`src/sv/base64_line_wrapped_encoder_unit_macros.svh`:
```
// ----------------------------------------------------------------------------
// Base64 line-wrapped encoder: assertion macros
// Shared concurrent assertion forms for the encoder modules.
// ----------------------------------------------------------------------------
`ifndef BASE64_LINE_WRAPPED_ENCODER_UNIT_MACROS_SVH
`define BASE64_LINE_WRAPPED_ENCODER_UNIT_MACROS_SVH

// Same-cycle implication, disabled during reset
`define B64E_ASSERT_NOW(label, clk, rst, ante, cons, msg) \
   label: assert property (@(posedge clk) disable iff (rst) (ante) |-> (cons)) \
      else $error(msg);

// Next-cycle implication, disabled during reset
`define B64E_ASSERT_NEXT(label, clk, rst, ante, cons, msg) \
   label: assert property (@(posedge clk) disable iff (rst) (ante) |=> (cons)) \
      else $error(msg);

`endif

```
`src/sv/b64e_pkg.sv`:
```
// ----------------------------------------------------------------------------
// Base64 line-wrapped encoder package
// Types, character constants and the alphabet lookup.
// ----------------------------------------------------------------------------
package b64e_pkg;

   localparam logic [7:0] PAD_CHAR      = 8'h3D;
   localparam logic [7:0] NEWLINE_CHAR  = 8'h0A;
   localparam logic [7:0] WIDTH_RESET   = 8'd72;
   localparam int         GROUP_MAX     = 4;

   localparam logic [1:0] PHASE_FIRST   = 2'd0;
   localparam logic [1:0] PHASE_SECOND  = 2'd1;
   localparam logic [1:0] PHASE_THIRD   = 2'd2;

   // Characters produced by one input transaction, oldest in entry 0
   typedef struct packed {
      logic [GROUP_MAX-1:0][7:0] chars;
      logic [2:0]                count;
   } b64e_group_type;

   // Standard alphabet: A-Z, a-z, 0-9, '+', '/'
   function automatic logic [7:0] b64e_symbol(input logic [5:0] v);
      logic [7:0] c;
      if (v < 6'd26) begin
         c = 8'h41 + {2'b00, v};
      end else if (v < 6'd52) begin
         c = 8'h61 + {2'b00, v - 6'd26};
      end else if (v < 6'd62) begin
         c = 8'h30 + {2'b00, v - 6'd52};
      end else if (v == 6'd62) begin
         c = 8'h2B;
      end else begin
         c = 8'h2F;
      end
      return c;
   endfunction

endpackage

```
`src/sv/b64e_core.sv`:
```
// ----------------------------------------------------------------------------
// Base64 encoder core
// Holds triple phase, previous byte and column count; works out the
// characters (symbols, pads and inserted newlines) for one transaction.
// ----------------------------------------------------------------------------
`include "base64_line_wrapped_encoder_unit_macros.svh"

module b64e_core (
   input  logic                     clock,
   input  logic                     reset,
   input  logic                     accept,
   input  logic [7:0]               in_byte,
   input  logic                     end_of_stream,
   input  logic [7:0]               line_width,
   output b64e_pkg::b64e_group_type group
);

   logic [1:0] phase_ff, phase_in;
   logic [7:0] prev_ff,  prev_in;
   logic [7:0] col_ff,   col_in;

   logic [2:0][7:0] sym;
   logic [1:0]      sym_count;
   logic [7:0][7:0] pend;
   logic [2:0]      pos;
   logic [7:0]      col;

   // Symbols and pads before line wrapping
   always_comb begin
      sym       = '0;
      sym_count = 2'd0;
      phase_in  = phase_ff;
      case (phase_ff)
         b64e_pkg::PHASE_SECOND: begin
            if (end_of_stream) begin
               sym[0]    = b64e_pkg::b64e_symbol({prev_ff[1:0], 4'b0000});
               sym[1]    = b64e_pkg::PAD_CHAR;
               sym[2]    = b64e_pkg::PAD_CHAR;
               sym_count = 2'd3;
            end else begin
               sym[0]    = b64e_pkg::b64e_symbol({prev_ff[1:0], in_byte[7:4]});
               sym_count = 2'd1;
               phase_in  = b64e_pkg::PHASE_THIRD;
            end
         end
         b64e_pkg::PHASE_THIRD: begin
            if (end_of_stream) begin
               sym[0]    = b64e_pkg::b64e_symbol({prev_ff[3:0], 2'b00});
               sym[1]    = b64e_pkg::PAD_CHAR;
               sym_count = 2'd2;
            end else begin
               sym[0]    = b64e_pkg::b64e_symbol({prev_ff[3:0], in_byte[7:6]});
               sym[1]    = b64e_pkg::b64e_symbol(in_byte[5:0]);
               sym_count = 2'd2;
               phase_in  = b64e_pkg::PHASE_FIRST;
            end
         end
         default: begin
            // a complete triple leaves nothing to flush
            if (!end_of_stream) begin
               sym[0]    = b64e_pkg::b64e_symbol(in_byte[7:2]);
               sym_count = 2'd1;
               phase_in  = b64e_pkg::PHASE_SECOND;
            end
         end
      endcase
      if (end_of_stream) begin
         phase_in = b64e_pkg::PHASE_FIRST;
      end
   end

   // Insert a newline after every character that fills the line
   always_comb begin
      pend = '0;
      pos  = 3'd0;
      col  = col_ff;
      for (int i = 0; i < 3; i++) begin
         if (2'(i) < sym_count) begin
            pend[pos] = sym[i];
            pos       = pos + 3'd1;
            col       = col + 8'd1;
            if (col >= line_width) begin
               pend[pos] = b64e_pkg::NEWLINE_CHAR;
               pos       = pos + 3'd1;
               col       = 8'd0;
            end
         end
      end
   end

   always_comb begin
      for (int k = 0; k < b64e_pkg::GROUP_MAX; k++) begin
         group.chars[k] = pend[k];
      end
      // drop anything beyond four characters
      group.count = (pos > 3'(b64e_pkg::GROUP_MAX)) ? 3'(b64e_pkg::GROUP_MAX) : pos;
      prev_in     = end_of_stream ? 8'd0 : in_byte;
      col_in      = end_of_stream ? 8'd0 : col;
   end

   always_ff @(posedge clock) begin
      if (reset) begin
         phase_ff <= b64e_pkg::PHASE_FIRST;
         prev_ff  <= 8'd0;
         col_ff   <= 8'd0;
      end else if (accept) begin
         phase_ff <= phase_in;
         prev_ff  <= prev_in;
         col_ff   <= col_in;
      end
   end

   `B64E_ASSERT_NEXT(a_eos_clears, clock, reset, accept && end_of_stream,
      phase_ff == b64e_pkg::PHASE_FIRST && col_ff == 8'd0 && prev_ff == 8'd0,
      "end of stream did not clear state")
   `B64E_ASSERT_NEXT(a_triple_wraps, clock, reset,
      accept && !end_of_stream && phase_ff == b64e_pkg::PHASE_THIRD,
      phase_ff == b64e_pkg::PHASE_FIRST, "phase did not wrap after third byte")
   `B64E_ASSERT_NEXT(a_state_holds, clock, reset, !accept,
      $stable(phase_ff) && $stable(col_ff) && $stable(prev_ff),
      "state moved without a transaction")

endmodule

```
`src/sv/base64_line_wrapped_encoder_unit.sv`:
```
// ----------------------------------------------------------------------------
// Base64 line-wrapped encoder
// Byte stream in, Base64 characters with line wrapping out.
// ----------------------------------------------------------------------------
// Each request transaction carries one data byte, or an end-of-stream flag in
// tuser that flushes a partial triple with '=' pads and clears the encoder.
// A transaction gives zero to four characters, which leave one per cycle on
// the response channel while rsp_tready is high, tlast marking the final
// character of that transaction; a newline is inserted whenever the column
// count reaches the line width written on the csr channel (reset 72). The
// characters for a transaction are worked out in the cycle it is accepted
// and held in a four-entry output buffer; the next request is taken in the
// cycle the last buffered character is taken, or whenever the buffer is
// empty. The single-character output port bounds the throughput: on a
// continuous stream every newline takes an output slot of its own.
`include "base64_line_wrapped_encoder_unit_macros.svh"

module base64_line_wrapped_encoder_unit (
   input  logic       clock,
   input  logic       reset,
   input  logic       req_tvalid,
   output logic       req_tready,
   input  logic [7:0] req_tdata,   // [7:0] in_byte
   input  logic       req_tuser,   // [0] end_of_stream
   output logic       rsp_tvalid,
   input  logic       rsp_tready,
   output logic [7:0] rsp_tdata,   // [7:0] out_char
   output logic       rsp_tlast,   // last
   input  logic       csr_valid,
   output logic       csr_ready,
   input  logic [7:0] csr_data     // [7:0] line_width
);

   logic [7:0] width_ff;

   b64e_pkg::b64e_group_type group;
   logic [b64e_pkg::GROUP_MAX-1:0][7:0] chars_ff;
   logic [2:0] cnt_ff;
   logic [1:0] rd_ff;
   logic       req_fire, rsp_fire;

   assign csr_ready = 1'b1;

   assign rsp_tvalid = (cnt_ff != 3'd0);
   assign rsp_tdata  = chars_ff[rd_ff];
   assign rsp_tlast  = (cnt_ff == 3'd1);
   assign rsp_fire   = rsp_tvalid && rsp_tready;

   assign req_tready = (cnt_ff == 3'd0) || (cnt_ff == 3'd1 && rsp_tready);
   assign req_fire   = req_tvalid && req_tready;

   b64e_core u_core (
      .clock         (clock),
      .reset         (reset),
      .accept        (req_fire),
      .in_byte       (req_tdata),
      .end_of_stream (req_tuser),
      .line_width    (width_ff),
      .group         (group)
   );

   always_ff @(posedge clock) begin
      if (reset) begin
         width_ff <= b64e_pkg::WIDTH_RESET;
      end else if (csr_valid && csr_ready) begin
         width_ff <= csr_data;
      end
   end

   always_ff @(posedge clock) begin
      if (reset) begin
         cnt_ff <= 3'd0;
         rd_ff  <= 2'd0;
      end else begin
         if (rsp_fire) begin
            cnt_ff <= cnt_ff - 3'd1;
            rd_ff  <= rd_ff + 2'd1;
         end
         // load a new group over the drained buffer
         if (req_fire && group.count != 3'd0) begin
            cnt_ff <= group.count;
            rd_ff  <= 2'd0;
         end
      end
   end

   always_ff @(posedge clock) begin
      if (req_fire && group.count != 3'd0) begin
         chars_ff <= group.chars;
      end
   end

   `B64E_ASSERT_NOW(a_count_bound, clock, reset, 1'b1,
      cnt_ff <= 3'(b64e_pkg::GROUP_MAX), "output buffer count out of range")
   `B64E_ASSERT_NEXT(a_drain_continues, clock, reset, rsp_fire && cnt_ff > 3'd1,
      rsp_tvalid, "buffered characters lost")
   `B64E_ASSERT_NEXT(a_load_starts, clock, reset, req_fire && group.count != 3'd0,
      rsp_tvalid && rd_ff == 2'd0, "new group not presented from its first entry")

endmodule
```
`config.mk`:
```
export PLATFORM = sky130hd
export DESIGN_NAME = base64_line_wrapped_encoder_unit
export DESIGN_NICKNAME = d
export VERILOG_FILES = /design/src/sv/b64e_pkg.sv /design/src/sv/b64e_core.sv /design/src/sv/base64_line_wrapped_encoder_unit.sv
export VERILOG_INCLUDE_DIRS = /design/src /design/src/sv
export SDC_FILE = /design/constraint.sdc
export NUM_CORES = 1
export LEC_CHECK = 0
export BUFFER_PORTS_ARGS = -buffer_cell sky130_fd_sc_hd__buf_2
export CAP_MARGIN = 25
export CORE_MARGIN = 3
export CORE_UTILIZATION = 28
export CTS_CLUSTER_DIAMETER = 100
export DETAILED_ROUTE_END_ITERATION = 8
export PLACE_DENSITY = 0.48
export SYNTH_ARGS = -nofsm -noshare
export SYNTH_HDL_FRONTEND = slang
export SYNTH_SLANG_ARGS = --single-unit
```
`constraint.sdc`:
```
create_clock -name clock -period 16.2 [get_ports clock]
set_clock_uncertainty 0.15 [all_clocks]
set_input_delay 2.43 -clock clock [delete_from_list [all_inputs] [get_ports clock]]
set_output_delay 2.43 -clock clock [all_outputs]
set_load 0.1 [all_outputs]
```
; Word level (Yosys, flattened, before mapping)
; Index checks and enable logic that the tools add are counted.
[totals]
elab_cells = 179
input_bits = 22
output_inout_bits = 12
register_bits = 59
[classes]
muxes = 69
order_cmp = 34
n_bitwise = 6
add_sub_neg = 39
n_reduce_logical = 14
eq_ne = 7
[op_table]
columns = op, n
row1 = 2-to-1 mux 8 bit, 32
row2 = bitwise mux 64 bit, 2
row3 = 2-to-1 mux 64 bit, 2
row4 = "adder 7 x 6 -> 8 bit, first input constant", 12
row5 = demux 8 bit (select 3 bit), 4
row6 = "< comparator 6 bit, second input constant", 12
row7 = 2-to-1 mux 32 bit, 2
row8 = AND 48 bit, 1
row9 = NOT 48 bit, 1
row10 = "adder 6 x 6 -> 7 bit, first input constant", 6
row11 = "< comparator 6 x 5 -> 1 bit, second input constant", 6
row12 = 2-to-1 mux 3 bit, 12
row13 = "subtractor 6 x 5 -> 6 bit, second input constant", 6
row14 = "subtractor 6 bit, second input constant", 6
row15 = 2-to-1 mux 16 bit, 2
row16 = case mux 8 bit (2 select lines), 2
row17 = "adder 8 x 1 -> 8 bit, second input constant", 3
row18 = AND 24 bit, 1
row19 = "== test 6 bit, second input constant", 4
row20 = greater-or-equal comparator 8 bit, 3
row21 = NOT 24 bit, 1
row22 = binary-select mux 8 bit (select 2 bit), 1
row23 = "< comparator 3 x 4 -> 1 bit, second input constant", 4
row24 = bitwise OR 16 bit, 1
row25 = 24 further kinds, 43

; Logic depth before layout (Yosys ltp)
; Gate-level depths: netlist of run 1.
[logic_depth]
ltp_word = 17
ltp_mapped = 37

; Hierarchy
; A second synthesis of run 1 with hierarchy kept.
[hier_totals]
cells_unflattened = 842
area_unflattened_um2 = 6874.1
[by_module_without_submodules]
columns = mod, area_per_inst_um2, instances, seq_area_each_um2, cells_each
row1 = b64e_core, 5011.1, 1, 280.3, 727
row2 = base64_line_wrapped_encoder_unit, 1863.0, 1, 1221.2, 115

; Worst setup path after synthesis of run 1
; OpenSTA, ideal clock, no wires.
[synth_path]
kind = input to register
startpoint = input port req_tuser
endpoint = register cnt_ff[0]
path_buffers = 4
stages = 33
slack_ns = 5.697
arrival_time_ns = 10.228
setup_time_ns = 0.125
required_time_ns = 15.925
cell_sequence = buf_4 a21oi_2 o211a_1 buf_6 clkbuf_1 nand2_1 o31a_1 inv_1 ha_1 inv_1 nor3_2 and3_4 xnor2_1 ha_1 and2_1 a221oi_1 o211a_1 buf_2 o21ai_0 o311ai_1 ha_1 nor3b_4 nand3_1 xnor2_1 ha_1 o21ai_0 nand2b_1 a21boi_1 nor2_1 a22o_1 a31oi_1 o32ai_1 o311a_1
[synth_via]
elab_chain_len = 17
word_cells_on_any_way = 28
classes_between = add/sub (6) / order compare (6) / mux (13) / reduce/logical (3)
[synth_rtl]
columns = item, line
row1 = "start, declared", base64_line_wrapped_encoder_unit.sv:24  ; input logic req_tuser,
row2 = 2-to-1 mux 1 bit or 2-to-1 mux 2 bit (tied branches), "b64e_core.sv:60, b64e_core.sv:35"
row3 = case mux 2 bit (2 select lines) *, b64e_core.sv:33  ; case (phase_ff)
row4 = < comparator 1 x 2 -> 1 bit, b64e_core.sv:78  ; if (2'(i) < sym_count) begin
row5 = 2-to-1 mux 8 bit or 2-to-1 mux 3 bit (tied branches), b64e_core.sv:78
row6 = adder 8 x 1 -> 8 bit or adder 3 x 1 -> 3 bit (tied branches), "b64e_core.sv:81, b64e_core.sv:80"
row7 = greater-or-equal comparator 8 bit or adder 3 x 1 -> 3 bit (tied branches), "b64e_core.sv:82, b64e_core.sv:84"
row8 = 2-to-1 mux 8 bit or 2-to-1 mux 3 bit (tied branches), b64e_core.sv:82  ; if (col >= line_width) begin
row9 = 2-to-1 mux 8 bit or 2-to-1 mux 3 bit (tied branches), b64e_core.sv:78
row10 = adder 8 x 1 -> 8 bit or adder 3 x 1 -> 3 bit (tied branches), "b64e_core.sv:81, b64e_core.sv:80"
row11 = greater-or-equal comparator 8 bit or adder 3 x 1 -> 3 bit (tied branches), "b64e_core.sv:82, b64e_core.sv:84"
row12 = 2-to-1 mux 3 bit, b64e_core.sv:82
row13 = 2-to-1 mux 3 bit *, b64e_core.sv:78
row14 = greater-than comparator 3 bit, b64e_core.sv:96  ; group.count = (pos > 3'(b64e_pkg::GROUP_MAX)) ? 3'(b64e_pkg::GROUP_MAX) : pos;
row15 = 2-to-1 mux 3 bit *, b64e_core.sv:96
row16 = nonzero test 3 bit, base64_line_wrapped_encoder_unit.sv:80  ; if (req_fire && group.count != 3'd0) begin
row17 = logical AND 1 bit, base64_line_wrapped_encoder_unit.sv:80
row18 = 2-to-1 mux 3 bit or nonzero test 2 bit (tied branches), n/a
row19 = "end signal, assigned", base64_line_wrapped_encoder_unit.sv:76  ; cnt_ff <= cnt_ff - 3'd1;
row20 = "end signal, assigned", base64_line_wrapped_encoder_unit.sv:81  ; cnt_ff <= group.count;
row21 = "end, declared", base64_line_wrapped_encoder_unit.sv:38  ; logic [2:0] cnt_ff;
; Mark *: on every way between the ends. The rest lies on a longest branch, timed or not.
; A chain may end at the register's enable or synchronous reset.

; Worst setup path after layout of run 1
; Ends and elaborated chain as after synthesis.

==> metrics.md, run 1 <==
| Metric | Value |
|---|---|
| Ports | `34` |
| Htree depth | `3` |
| Register Area | `1500 sq um` |
| Area of the multi-input gates | `approximately 4700 sq um` |
| Routability Congestion | `0.857` |
| Final #Nets | `908` |
| CP Data Arrival Time | `a little over 10 ns` |
| Vias in the first global route | `roughly 5600` |
| Final HPWL from detailed placement | `between 10000 and 15000 microns` |
| Clk buf depth | `2` |
| Final setup viols | `0` |
| Post-CTS Setup Bufs | `0` |
| Row count | `between 50 and 60` |
| Combinational Power Share | `0.461` |
| Final worst path period share | `0.633` |
| CP required | `roughly 16 ns` |
| Vias per cell | `about 5.2` |
| Mapped Cells | `approximately 820` |
| Post-synthesis register bit count | `59` |
| Sw power | `approximately 0.33 mW` |
| Worst path top cell family by delay | `compound AO/OA/AOI/OAI gates` |
| Ys async rst share | `0` |
| First-pass GRT wire length | `approximately 31000 microns` |
| Synth warnings | `0` |
| Post-synthesis cell type count | `a little under 80` |
| Relative slew slack | `0.365` |
| Sequential power share | `0.281` |
| Number of DRC markers in iteration 0 | `452` |
| Core Footprint | `approximately 23000 sq um` |
| Die height | `about 160 microns` |
| Starting Density | `0.287` |
| CP max stage delay | `around 0.60 ns` |
| Largest net degree at the start of global routing | `47` |
| IO Port Bufs | `32` |
| Final Max Slew Viols | `0` |
| Clock power frac | `0.258` |
| Worst path slowest cell | `buf_2` |
| Leakage power | `about 2.8 nW` |
| CP bufs+invs | `4` |
| Fill count | `between 2000 and 2500` |
| Status | `completed` |
| Antenna Nets Post-Route | `0` |
| Hold Crit Class | `reg -> reg` |
| Setup crit end kind | `flip-flop` |
| MaxCap Viol Count | `0` |
| Insertion delay to the later sink of the worst-skew pair | `between 0.3 and 0.4 ns` |
| Post-CTS Hold Fix Bufs | `0` |
| Crit Reg-Reg Startpoint | `u_core.col_ff[0]` |
| Layout area overhead | `10.6%` |
| Worst slew pin tran | `approximately 0.95 ns` |
| Die area | `around 25000 sq um` |
| GRT Overall Usage | `0.148` |
| Routed WL | `around 19000 microns` |
| Post-route insts no fill | `1131` |
| Setup CP Type | `in -> reg` |
| Antenna diode count | `0` |
| CTS Buf Count | `9` |
| Clock transition at path regs | `around 0.060 ns` |
| Sum Neg Setup Slack | `0 ns` |
| Crit start category | `input pin` |
| GR Overflow Total | `0` |
| CTS Sinks | `slightly below 60` |
| Maximum clock rate | `between 90 and 100 MHz` |
| Number of gates resized after cts | `0` |
| Minimum clock period | `about 10 ns` |
| CTS tree | `built` |
| Worst VDD drop | `0.0746 mV` |
| Mean Syn Cell Area | `roughly 8 sq um` |
| DRC | `0` |
| Final hold violations | `0` |
| Sw Ratio | `0.460` |
| Pwr per Cell Area | `about 100 nW/um^2` |
| Die X | `159 microns` |
| Post-synth EDFFs | `32` |
| Pint | `about 0.39 mW` |
| Ratio of cells with drive above 1 in the final layout | `0.112` |
| Most frequent CP cell | `ha_1` |
| Setup crit start | `req_tuser` |
| Main synth FF type | `edfxtp_1` |
| RSZ-0062 raised after global routing | `false` |
| Router iterations before antenna repair | `5` |
| Initial antenna violation count | `0` |
| Detailed-route via count | `between 5000 and 6000` |
| Mapped Area | `6540 sq um` |
| Clock Tree Root | `clkbuf_16` |
| Seq/Total Area, Yosys | `0.230` |
| Crit-path max FO | `46` |
| Avg WL per Cell | `roughly 17 microns` |
| Worst Min Path Start | `width_ff[7]` |
| Placed cells | `1113` |
-- Yosys cell counts (all sizes together), types with 3 or more instances --
master | number | area [sq um]
a211o | 5 | 43.8
a211oi | 13 | 120
a21boi | 3 | 22.5
a21o | 9 | 67.6
a21oi | 68 | 355
a221oi | 12 | 118
a22oi | 7 | 52.6
a31oi | 8 | 50.1
a32o | 3 | 30.0
a41oi | 5 | 43.8
and2 | 6 | 37.5
and3 | 6 | 47.5
buf | 12 | 68.8
clkbuf | 38 | 143
dfxtp | 27 | 541
edfxtp | 32 | 961
ha | 73 | 913
inv | 36 | 135
mux2i | 12 | 120
mux4 | 8 | 180
nand2 | 72 | 270
nand2b | 11 | 76.3
nand3 | 30 | 150
nand4 | 7 | 43.8
nor2 | 85 | 319
nor2b | 12 | 75.1
nor3 | 27 | 145
nor3b | 7 | 63.8
nor4 | 3 | 25.0
o211a | 3 | 30.0
o211ai | 5 | 42.5
o21a | 3 | 22.5
o21ai | 57 | 289
o311a | 3 | 30.0
o311ai | 3 | 26.3
o31ai | 5 | 42.5
or2 | 6 | 37.5
or3 | 4 | 25.0
xnor2 | 44 | 393
xor2 | 20 | 175
-- sequential cells by signal (all words and copies together) (netlist names) --
name and cells:
u_core.prev_ff 4, u_core.phase_ff 2, width_ff 8, cnt_ff 3
u_core.col_ff 8, chars_ff 32, rd_ff 2
-- area by class of cell --
| cell class | instances | share of cell area |
|---|---|---|
| Clock buffer | 10 | 0.0330 |
| Clock inverter | 6 | 0.00657 |
| Inverter | 36 | 0.0187 |
| Multi-Input combinational cell | 671 | 0.651 |
| Sequential cell | 59 | 0.208 |
| Tap cell | 313 | 0.0541 |
| Timing Repair Buffer | 36 | 0.0291 |
-- tightest hold or removal path, stage by stage, from the launching register on --
cell and delay [ns]:
dfxtp_1 0.32, mux2i_1 0.07, nor2_1 0.07
-- cells by family after synthesis --
logic type / after synthesis / share of synthesized area
AO/OA/AOI/OAI: 232 / 0.239
XOR/XNOR: 64 / 0.0869
adder cells (fa/ha/maj): 73 / 0.140
buffers and inverters: 86 / 0.0530
flip-flops: 59 / 0.230
multiplexers: 20 / 0.0459
other: 2 / 0.00115
AND/OR/NAND/NOR: 279 / 0.205
-- metal layers --
metal  share of wire  global-route usage  vias to the layer above
met4           0.014              0.0398                        0
met3           0.032              0.0183                       18
li1                -                   -                     2956
met1            0.50               0.215                     2797
met5               0                   0                        -
met2            0.45               0.232                      115
-- power by group through the flow --
stage / Combinational [mW] / Sequential (mW) / Clock (mW)
floorplan: 0.275 / 0.195 / 0
global placement: 0.326 / 0.207 / 0
detailed placement: 0.325 / 0.207 / 0
CTS: 0.326 / 0.203 / 0.190
global route: 0.362 / 0.207 / 0.197
finish: 0.332 / 0.203 / 0.186
-- worst paths after layout --
path / endpoint / slack, ns / cells after the start
min reg2reg: width_ff[7] / 0.35 / 2
max: cnt_ff[0] / 5.95 / 31
min: width_ff[7] / 0.35 / 2
max reg2reg: cnt_ff[0] / 6.96 / 36
-- metrics by stage --
stage                     hold slack, ns  worst slack, ns  cell area, sq um  power (mW)  utilization
after floorplan                    0.310             5.70              6540       0.470            -
after global placement             0.327             5.79              6910       0.533        0.304
after CTS                          0.348             6.00              7200       0.720        0.316
final                              0.345             5.95              7240       0.721        0.318
after detailed placement           0.335             5.62              6910       0.532        0.304
after global routing               0.378             5.28              7240       0.765        0.318
-- placed cells by master, fill, tap and decap left out, types with 5 or more instances in the layout --
master / n
nand2_1: 72
a31oi_1: 7
dfxtp_1: 27
a211o_1: 5
inv_1: 32
nand3_1: 30
a21oi_1: 64
or2_2: 6
a41oi_1: 5
xnor2_1: 43
nand4_1: 7
nand2b_1: 10
a221oi_1: 10
a22oi_1: 7
mux2i_1: 12
mux4_2: 8
a21o_1: 9
nor2b_1: 12
and2_1: 6
xor2_1: 20
nor3_1: 25
edfxtp_1: 32
nor3b_1: 6
buf_2: 32
clkbuf_16: 9
o21ai_0: 54
a211oi_1: 10
ha_1: 73
nor2_1: 85
Power figures use the tool's default switching activity.
==> inputs of run 2 (changes only) <==
==> constraint.sdc (replaced) <==
create_clock -name clock -period 9.9 [get_ports clock]
set_clock_uncertainty 0.15 [all_clocks]
set_input_delay 1.485 -clock clock [delete_from_list [all_inputs] [get_ports clock]]
set_output_delay 1.485 -clock clock [all_outputs]
set_load 0.1 [all_outputs]
==> run 2 against run 1 <==
  * Utilization up 0.082 points
  * Register-to-register slack worse by 6.0 ns
  * Hold slack worse by 0.0023 ns
  * Cell count up 0.35%
  * Setup slack worse by 5.0 ns
  * Cell area up 0.26%
  * Critical endpoint is now chars_ff[18]
  * Non-clock buffer count up 4
  * Sequential share of layout area down 0.054 points
  * Combinational power up 64%
==> metrics.md, run 2 (same netlist as run 1, synthesis figures left out) <==
| Metric | Value |
|---|---|
| Avg WL per Cell | `16.8 microns (+0.85%)` |
| CP bufs+invs | `4 (unchanged)` |
| Ratio of cells with drive above 1 in the final layout | `0.114 (+0.00189)` |
| Post-CTS Setup Bufs | `0 (unchanged)` |
| Sequential power share | `0.279 (-0.002)` |
| Crit-path max FO | `16 (-65%)` |
| Setup crit end kind | `flip-flop` |
| Final HPWL from detailed placement | `14500 microns (+1.0%)` |
| Largest net degree at the start of global routing | `40 (-15%)` |
| CTS tree | `built` |
| Insertion delay to the later sink of the worst-skew pair | `0.34 ns (about the same)` |
| Vias in the first global route | `5596 (-0.53%)` |
| Post-route insts no fill | `1135 (+0.35%)` |
| Clock power frac | `0.262 (+0.004)` |
| GR Overflow Total | `0 (unchanged)` |
| RSZ-0062 raised after global routing | `false` |
| Clk buf depth | `2 (unchanged)` |
| Sw Ratio | `0.453 (-0.00700)` |
| First-pass GRT wire length | `31000 microns (+0.88%)` |
| FF-to-FF path depth | `35 (-2.8%)` |
| Combinational Power Share | `0.459 (-0.002)` |
| Placed cells | `1119 (+0.54%)` |
| Maximum clock rate | `between 100 and 150 MHz` |
| FF-to-FF End | `chars_ff[18]` |
| Clock transition at path regs | `0.05 ns (about the same)` |
| Final setup viols | `0 (unchanged)` |
| Post-CTS Hold Fix Bufs | `0 (unchanged)` |
| Largest regs | `chars_ff (32), u_core.col_ff (8), width_ff (8)` |
| Router iterations before antenna repair | `5 (unchanged)` |
| Worst path top cell family by delay | `compound AO/OA/AOI/OAI gates` |
| Starting Density | `0.287 (unchanged)` |
| Final #Nets | `912 (+0.44%)` |
| Die X | `159 microns (unchanged)` |
| Vias per cell | `5.16 (-0.88%)` |
| Worst VDD drop | `0.0960 mV (+29%)` |
| Worst path slowest cell | `dfxtp_1` |
| Initial antenna violation count | `0 (unchanged)` |
| Routing usage on met2 | `0.232 (-0.000392)` |
| Highest-count cells in the layout ignoring fill and taps | `85 x nor2_1, 73 x ha_1, 72 x nand2_1` |
| Most common library cell in the layout ignoring fill and taps | `nor2_1` |
| CTS Sinks | `59 (unchanged)` |
| Clock Tree Root | `clkbuf_16` |
| Pint | `0.651 mW (+67%)` |
| Hold worst-path end | `width_ff[4]` |
| Number of gates resized after cts | `0 (unchanged)` |
| Die area | `25200 sq um (unchanged)` |
| Placed Area | `6960 sq um (+0.65%)` |
| Minimum clock period | `~9 ns` |
| Final hold violations | `0 (unchanged)` |
| CP required | `9.78 ns (-6.50 ns)` |
| Met3 usage | `0.0190 (+0.000783)` |
| Sw power | `0.538 mW (+62%)` |
| Leakage power | `2.81 nW (+0.29%)` |
| Antenna Nets Post-Route | `0 (unchanged)` |
| R2R Setup Slk | `0.99 ns (-5.97 ns)` |
| Detailed-route via count | `5855 (-0.53%)` |
| Final worst path period share | `0.900` |
| Crit start category | `flip-flop` |
| GRT Overall Usage | `0.150 (+0.00173)` |
| Antenna diode count | `0 (unchanged)` |
| IO Port Bufs | `32 (unchanged)` |
| Htree depth | `3 (unchanged)` |
| Crit Reg-Reg Startpoint | `u_core.col_ff[0]` |
| Row count | `55 (unchanged)` |
| Layout area overhead | `10.9%` |
| CP max stage delay | `0.47 ns (-0.13 ns)` |
| Most frequent CP cell | `ha_1` |
| Final hold slack | `0.343 ns (-0.00229 ns)` |
| Number of DRC markers in iteration 0 | `433 (-4.2%)` |
| Relative slew slack | `0.398 (+0.0326)` |
| Status | `completed` |
| Largest Register | `chars_ff` |
| Fin area | `7250 sq um (+0.26%)` |
| Most Crowded Layer GR | `met2` |
| Die height | `159 microns (unchanged)` |
| Routability Congestion | `0.851 (-0.75%)` |
| MaxCap Viol Count | `0 (unchanged)` |
| Sum Neg Setup Slack | `0 ns (unchanged)` |
| Setup CP Type | `reg -> reg` |
| Met1 usage | `0.220 (+0.00534)` |
| Hold Crit Class | `reg -> reg` |
| DRC | `0 (unchanged)` |
| Final Max Slew Viols | `0 (unchanged)` |
| CP Data Arrival Time | `8.79 ns (-1.54 ns)` |
| Pwr per Cell Area | `164 nW/um^2 (+65%)` |
| Worst slew pin tran | `0.903 ns (-0.0489 ns)` |
| Ports | `34 (unchanged)` |
| Max reg flops | `32 (unchanged)` |
| Min-Delay Path Depth | `2 (unchanged)` |
| Routed WL | `19100 microns (+1.2%)` |
| Worst Min Path Start | `width_ff[4]` |
| CTS Buf Count | `9 (unchanged)` |
| Core Footprint | `22800 sq um (unchanged)` |
==> run 2: layer usage <==
metal	vias up	routed length (microns)
li1	2954	-
met1	2769	9700
met2	114	8440
met3	18	677
met4	0	262
met5	-	0
==> run 2: final cells by class <==
| type | instances | area, sq um |
|---|---|---|
| fillers | 2438 | 15500 |
| multi-input cells | 671 | 4710 |
| flip-flops and latches | 59 | 1500 |
| well taps | 313 | 392 |
| clock buffers | 10 | 229 |
| repair buffers | 40 | 220 |
| inverters | 36 | 135 |
| clock inverters | 6 | 66.3 |
==> run 2: worst min-delay path: stages (launching register included) <==
cell and delay, ns:
dfxtp_1 0.32, mux2i_1 0.06, nor2_1 0.08
==> run 2: how the worst max path moves through the flow <==
stage,startpoint,end,slack [ns],depth (start not counted)
final,u_core.col_ff[0],chars_ff[18],0.99,35
after detailed placement,u_core.col_ff[0],chars_ff[31],1.06,35
after global placement,u_core.col_ff[0],chars_ff[14],1.21,35
after CTS,u_core.col_ff[0],chars_ff[14],1.02,35
after floorplan,req_tuser,cnt_ff[0],0.34,33
after global routing,u_core.col_ff[0],chars_ff[14],0.21,35
==> run 2: power by group through the flow <==
| stage | Sequential (mW) | Combinational (mW) | Clock (mW) |
|---|---|---|---|
| 2_1_floorplan | 0.319 | 0.450 | 0 |
| 3_3_place_gp | 0.338 | 0.546 | 0 |
| 3_5_place_dp | 0.338 | 0.545 | 0 |
| 4_1_cts | 0.333 | 0.547 | 0.321 |
| 5_1_grt | 0.338 | 0.591 | 0.330 |
| 6_report | 0.332 | 0.545 | 0.312 |
==> run 2: stage by stage <==
step	power, mW	worst slack, ns	utilization
floorplan	0.769	0.342	-
global placement	0.884	1.21	0.306
detailed placement	0.883	1.06	0.306
CTS	1.20	1.02	0.318
global route	1.26	0.212	0.318
finish	1.19	0.989	0.318
==> inputs of run 3 (changes only) <==
--- a/config.mk
+++ b/config.mk
@@ -6,13 +6,14 @@
 export SDC_FILE = /design/constraint.sdc
 export NUM_CORES = 1
 export LEC_CHECK = 0
-export BUFFER_PORTS_ARGS = -buffer_cell sky130_fd_sc_hd__buf_2
 export CAP_MARGIN = 25
 export CORE_MARGIN = 3
 export CORE_UTILIZATION = 28
 export CTS_CLUSTER_DIAMETER = 100
 export DETAILED_ROUTE_END_ITERATION = 8
-export PLACE_DENSITY = 0.48
+export DONT_BUFFER_PORTS = 1
+export PLACE_DENSITY = 0.46
+export RECOVER_POWER = 25
 export SYNTH_ARGS = -nofsm -noshare
 export SYNTH_HDL_FRONTEND = slang
 export SYNTH_SLANG_ARGS = --single-unit
==> run 3 against run 2 <==
  * The run now ends with max-capacitance violations, max-slew violations left
  * Non-clock buffer count fell by 26
  * Combinational power fell by 3%
  * First-iteration DRC count grew 13%
==> metrics.md, run 3 (same netlist as run 1, synthesis figures left out) <==
| Metric | Value |
|---|---|
| Status | `complete, but fails checks` |
| Failing checks | `max-capacitance violations, max-slew violations` |
| CP required | `9.79 ns (about the same)` |
| Largest Register | `chars_ff` |
| Most frequent CP cell | `ha_1` |
| Number of DRC markers in iteration 0 | `489 (+13%)` |
| Setup crit end kind | `flip-flop` |
| GRT Overall Usage | `0.152 (+0.00203)` |
| CTS tree | `built` |
| Min-Delay Path Depth | `2 (unchanged)` |
| Clock transition at path regs | `0.05 ns (about the same)` |
| Clk buf depth | `2 (unchanged)` |
| Row count | `55 (unchanged)` |
| Pint | `0.647 mW (-0.50%)` |
| Sequential power share | `0.282 (+0.003)` |
| Antenna Nets Post-Route | `0 (unchanged)` |
| Most common library cell in the layout ignoring fill and taps | `nor2_1` |
| Vias per cell | `5.16 (about the same)` |
| Ports | `34 (unchanged)` |
| Hold Crit Class | `reg -> reg` |
| Vias in the first global route | `5471 (-2.2%)` |
| CTS Sinks | `59 (unchanged)` |
| FF-to-FF path depth | `34 (-2.9%)` |
| Crit start category | `flip-flop` |
| DRC | `0 (unchanged)` |
| Antenna diode count | `0 (unchanged)` |
| Relative slew slack | `-0.255 (-0.653)` |
| Core Footprint | `22800 sq um (unchanged)` |
| Routability Congestion | `0.847 (-0.45%)` |
| Maximum clock rate | `113 MHz (+0.45%)` |
| Final HPWL from detailed placement | `14700 microns (+0.85%)` |
| RSZ-0062 raised after global routing | `false` |
| Router iterations before antenna repair | `5 (unchanged)` |
| Ratio of cells with drive above 1 in the final layout | `0.0842 (-0.0302)` |
| Layout area overhead | `9.28%` |
| Worst slew pin tran | `1.88 ns (+0.976 ns)` |
| Final hold violations | `0 (unchanged)` |
| Detailed-route via count | `5718 (-2.3%)` |
| Avg WL per Cell | `17.5 microns (+4.1%)` |
| Starting Density | `0.287 (unchanged)` |
| Minimum clock period | `8.87 ns (-0.0397 ns)` |
| Die height | `159 microns (unchanged)` |
| Max reg flops | `32 (unchanged)` |
| Crit-path max FO | `20 (+4)` |
| CTS Buf Count | `9 (unchanged)` |
| Final #Nets | `886 (-2.9%)` |
| IO Port Bufs | `0 (-100%)` |
| Worst path slowest cell | `dfxtp_1` |
| Sw Ratio | `0.450 (-0.00301)` |
| Largest net degree at the start of global routing | `47 (+18%)` |
| Worst VDD drop | `0.108 mV (+12%)` |
| Die X | `159 microns (unchanged)` |
| GR Overflow Total | `0 (unchanged)` |
| Final hold slack | `0.340 ns (-0.00246 ns)` |
| CP max stage delay | `0.48 ns (about the same)` |
| Clock power frac | `0.270 (+0.008)` |
| First-pass GRT wire length | `31100 microns (+0.18%)` |
| CP Data Arrival Time | `8.76 ns (-0.03 ns)` |
| Highest-count cells in the layout ignoring fill and taps | `85 x nor2_1, 73 x ha_1, 72 x nand2_1` |
| Setup CP Type | `reg -> reg` |
| Leakage power | `2.71 nW (-3.6%)` |
| Clock Tree Root | `clkbuf_16` |
| Final setup viols | `0 (unchanged)` |
| Fill count | `2426 (-0.49%)` |
| Insertion delay to the later sink of the worst-skew pair | `0.34 ns (about the same)` |
| Initial antenna violation count | `0 (unchanged)` |
| Largest regs | `chars_ff (32), u_core.col_ff (8), width_ff (8)` |
| Final worst path period share | `0.896 (-0.00401)` |
| Sum Neg Setup Slack | `0 ns (unchanged)` |
| Routed WL | `19400 microns (+1.7%)` |
| Sw power | `0.529 mW (-1.7%)` |
| Die area | `25200 sq um (unchanged)` |
| Htree depth | `3 (unchanged)` |
| Pwr per Cell Area | `165 nW/um^2 (+0.45%)` |
| Final Max Slew Viols | `2 (+2)` |
| Combinational Power Share | `0.447 (-0.012)` |
| MaxCap Viol Count | `1 (+1)` |
run 3: cell count changes in the layout (fill, tap and decap cells not counted):
cell,change
clkinv_1,-1
buf_2,-32
a21boi_1,-1
clkinv_2,+1
clkbuf_1,+3
a21boi_2,+1
buf_4,+1
buf_12,+1
inv_6,+1
run 3: stage by stage:
step                      total power [mW]  cells  utilization  area, sq um  setup slack, ns
after global placement               0.851   1083        0.298         6780            0.845
final                                 1.18   1109        0.314         7150             1.03
after detailed placement             0.850   1083        0.298         6780            0.595
after CTS                             1.17   1099        0.311         7090            0.585
after floorplan                      0.769    816            -         6540            0.342
after global routing                  1.25   1109        0.314         7150            0.117
run 3: layer usage:
layer,GRT usage,vias to the layer above,part of all wire
met1,0.222,2665,0.51
met2,0.229,117,0.44
li1,-,2918,-
met3,0.0271,18,0.039
met4,0.0418,0,0.015
met5,0,-,0
run 3: worst max-delay path, delay by kind of cell (launching register included):
| family | cells | cell delay, ns |
|---|---|---|
| fa+ha+maj | 6 | 1.76 |
| buf+inv | 3 | 0.38 |
| compound gates | 11 | 3.08 |
| simple gates | 11 | 2.26 |
| xor+xnor | 3 | 0.42 |
| flops | 1 | 0.48 |
run 3: path summary, 6_finish.rpt:
kind               startpoint  slack (ns)      endpoint
min reg2reg       width_ff[7]        0.34   width_ff[7]
max          u_core.col_ff[0]        1.03  chars_ff[20]
min               width_ff[7]        0.34   width_ff[7]
max reg2reg  u_core.col_ff[0]        1.03  chars_ff[20]
run 3: power by group through the flow:
stage	logic, mW	clock network (mW)	registers (mW)
CTS	0.513	0.327	0.333
finish	0.526	0.318	0.332
global route	0.573	0.340	0.338
detailed placement	0.511	0	0.338
floorplan	0.450	0	0.319
global placement	0.513	0	0.339
run 3: what timing repair did:
item                       4_1_cts  5_1_grt
resized for setup                0        1
setup buffers                    0        7
setup endpoints to repair        0       36
hold buffers                     0        0
run 3: cell type report:
class	instances	area, sq um	share of cell area
multi-input combinational	671	4710	0.660
sequential	59	1500	0.210
tap	313	392	0.0548
clock buffer	9	225	0.0315
inverter	36	135	0.0189
timing repair buffer	14	103	0.0144
clock inverter	7	76.3	0.0107
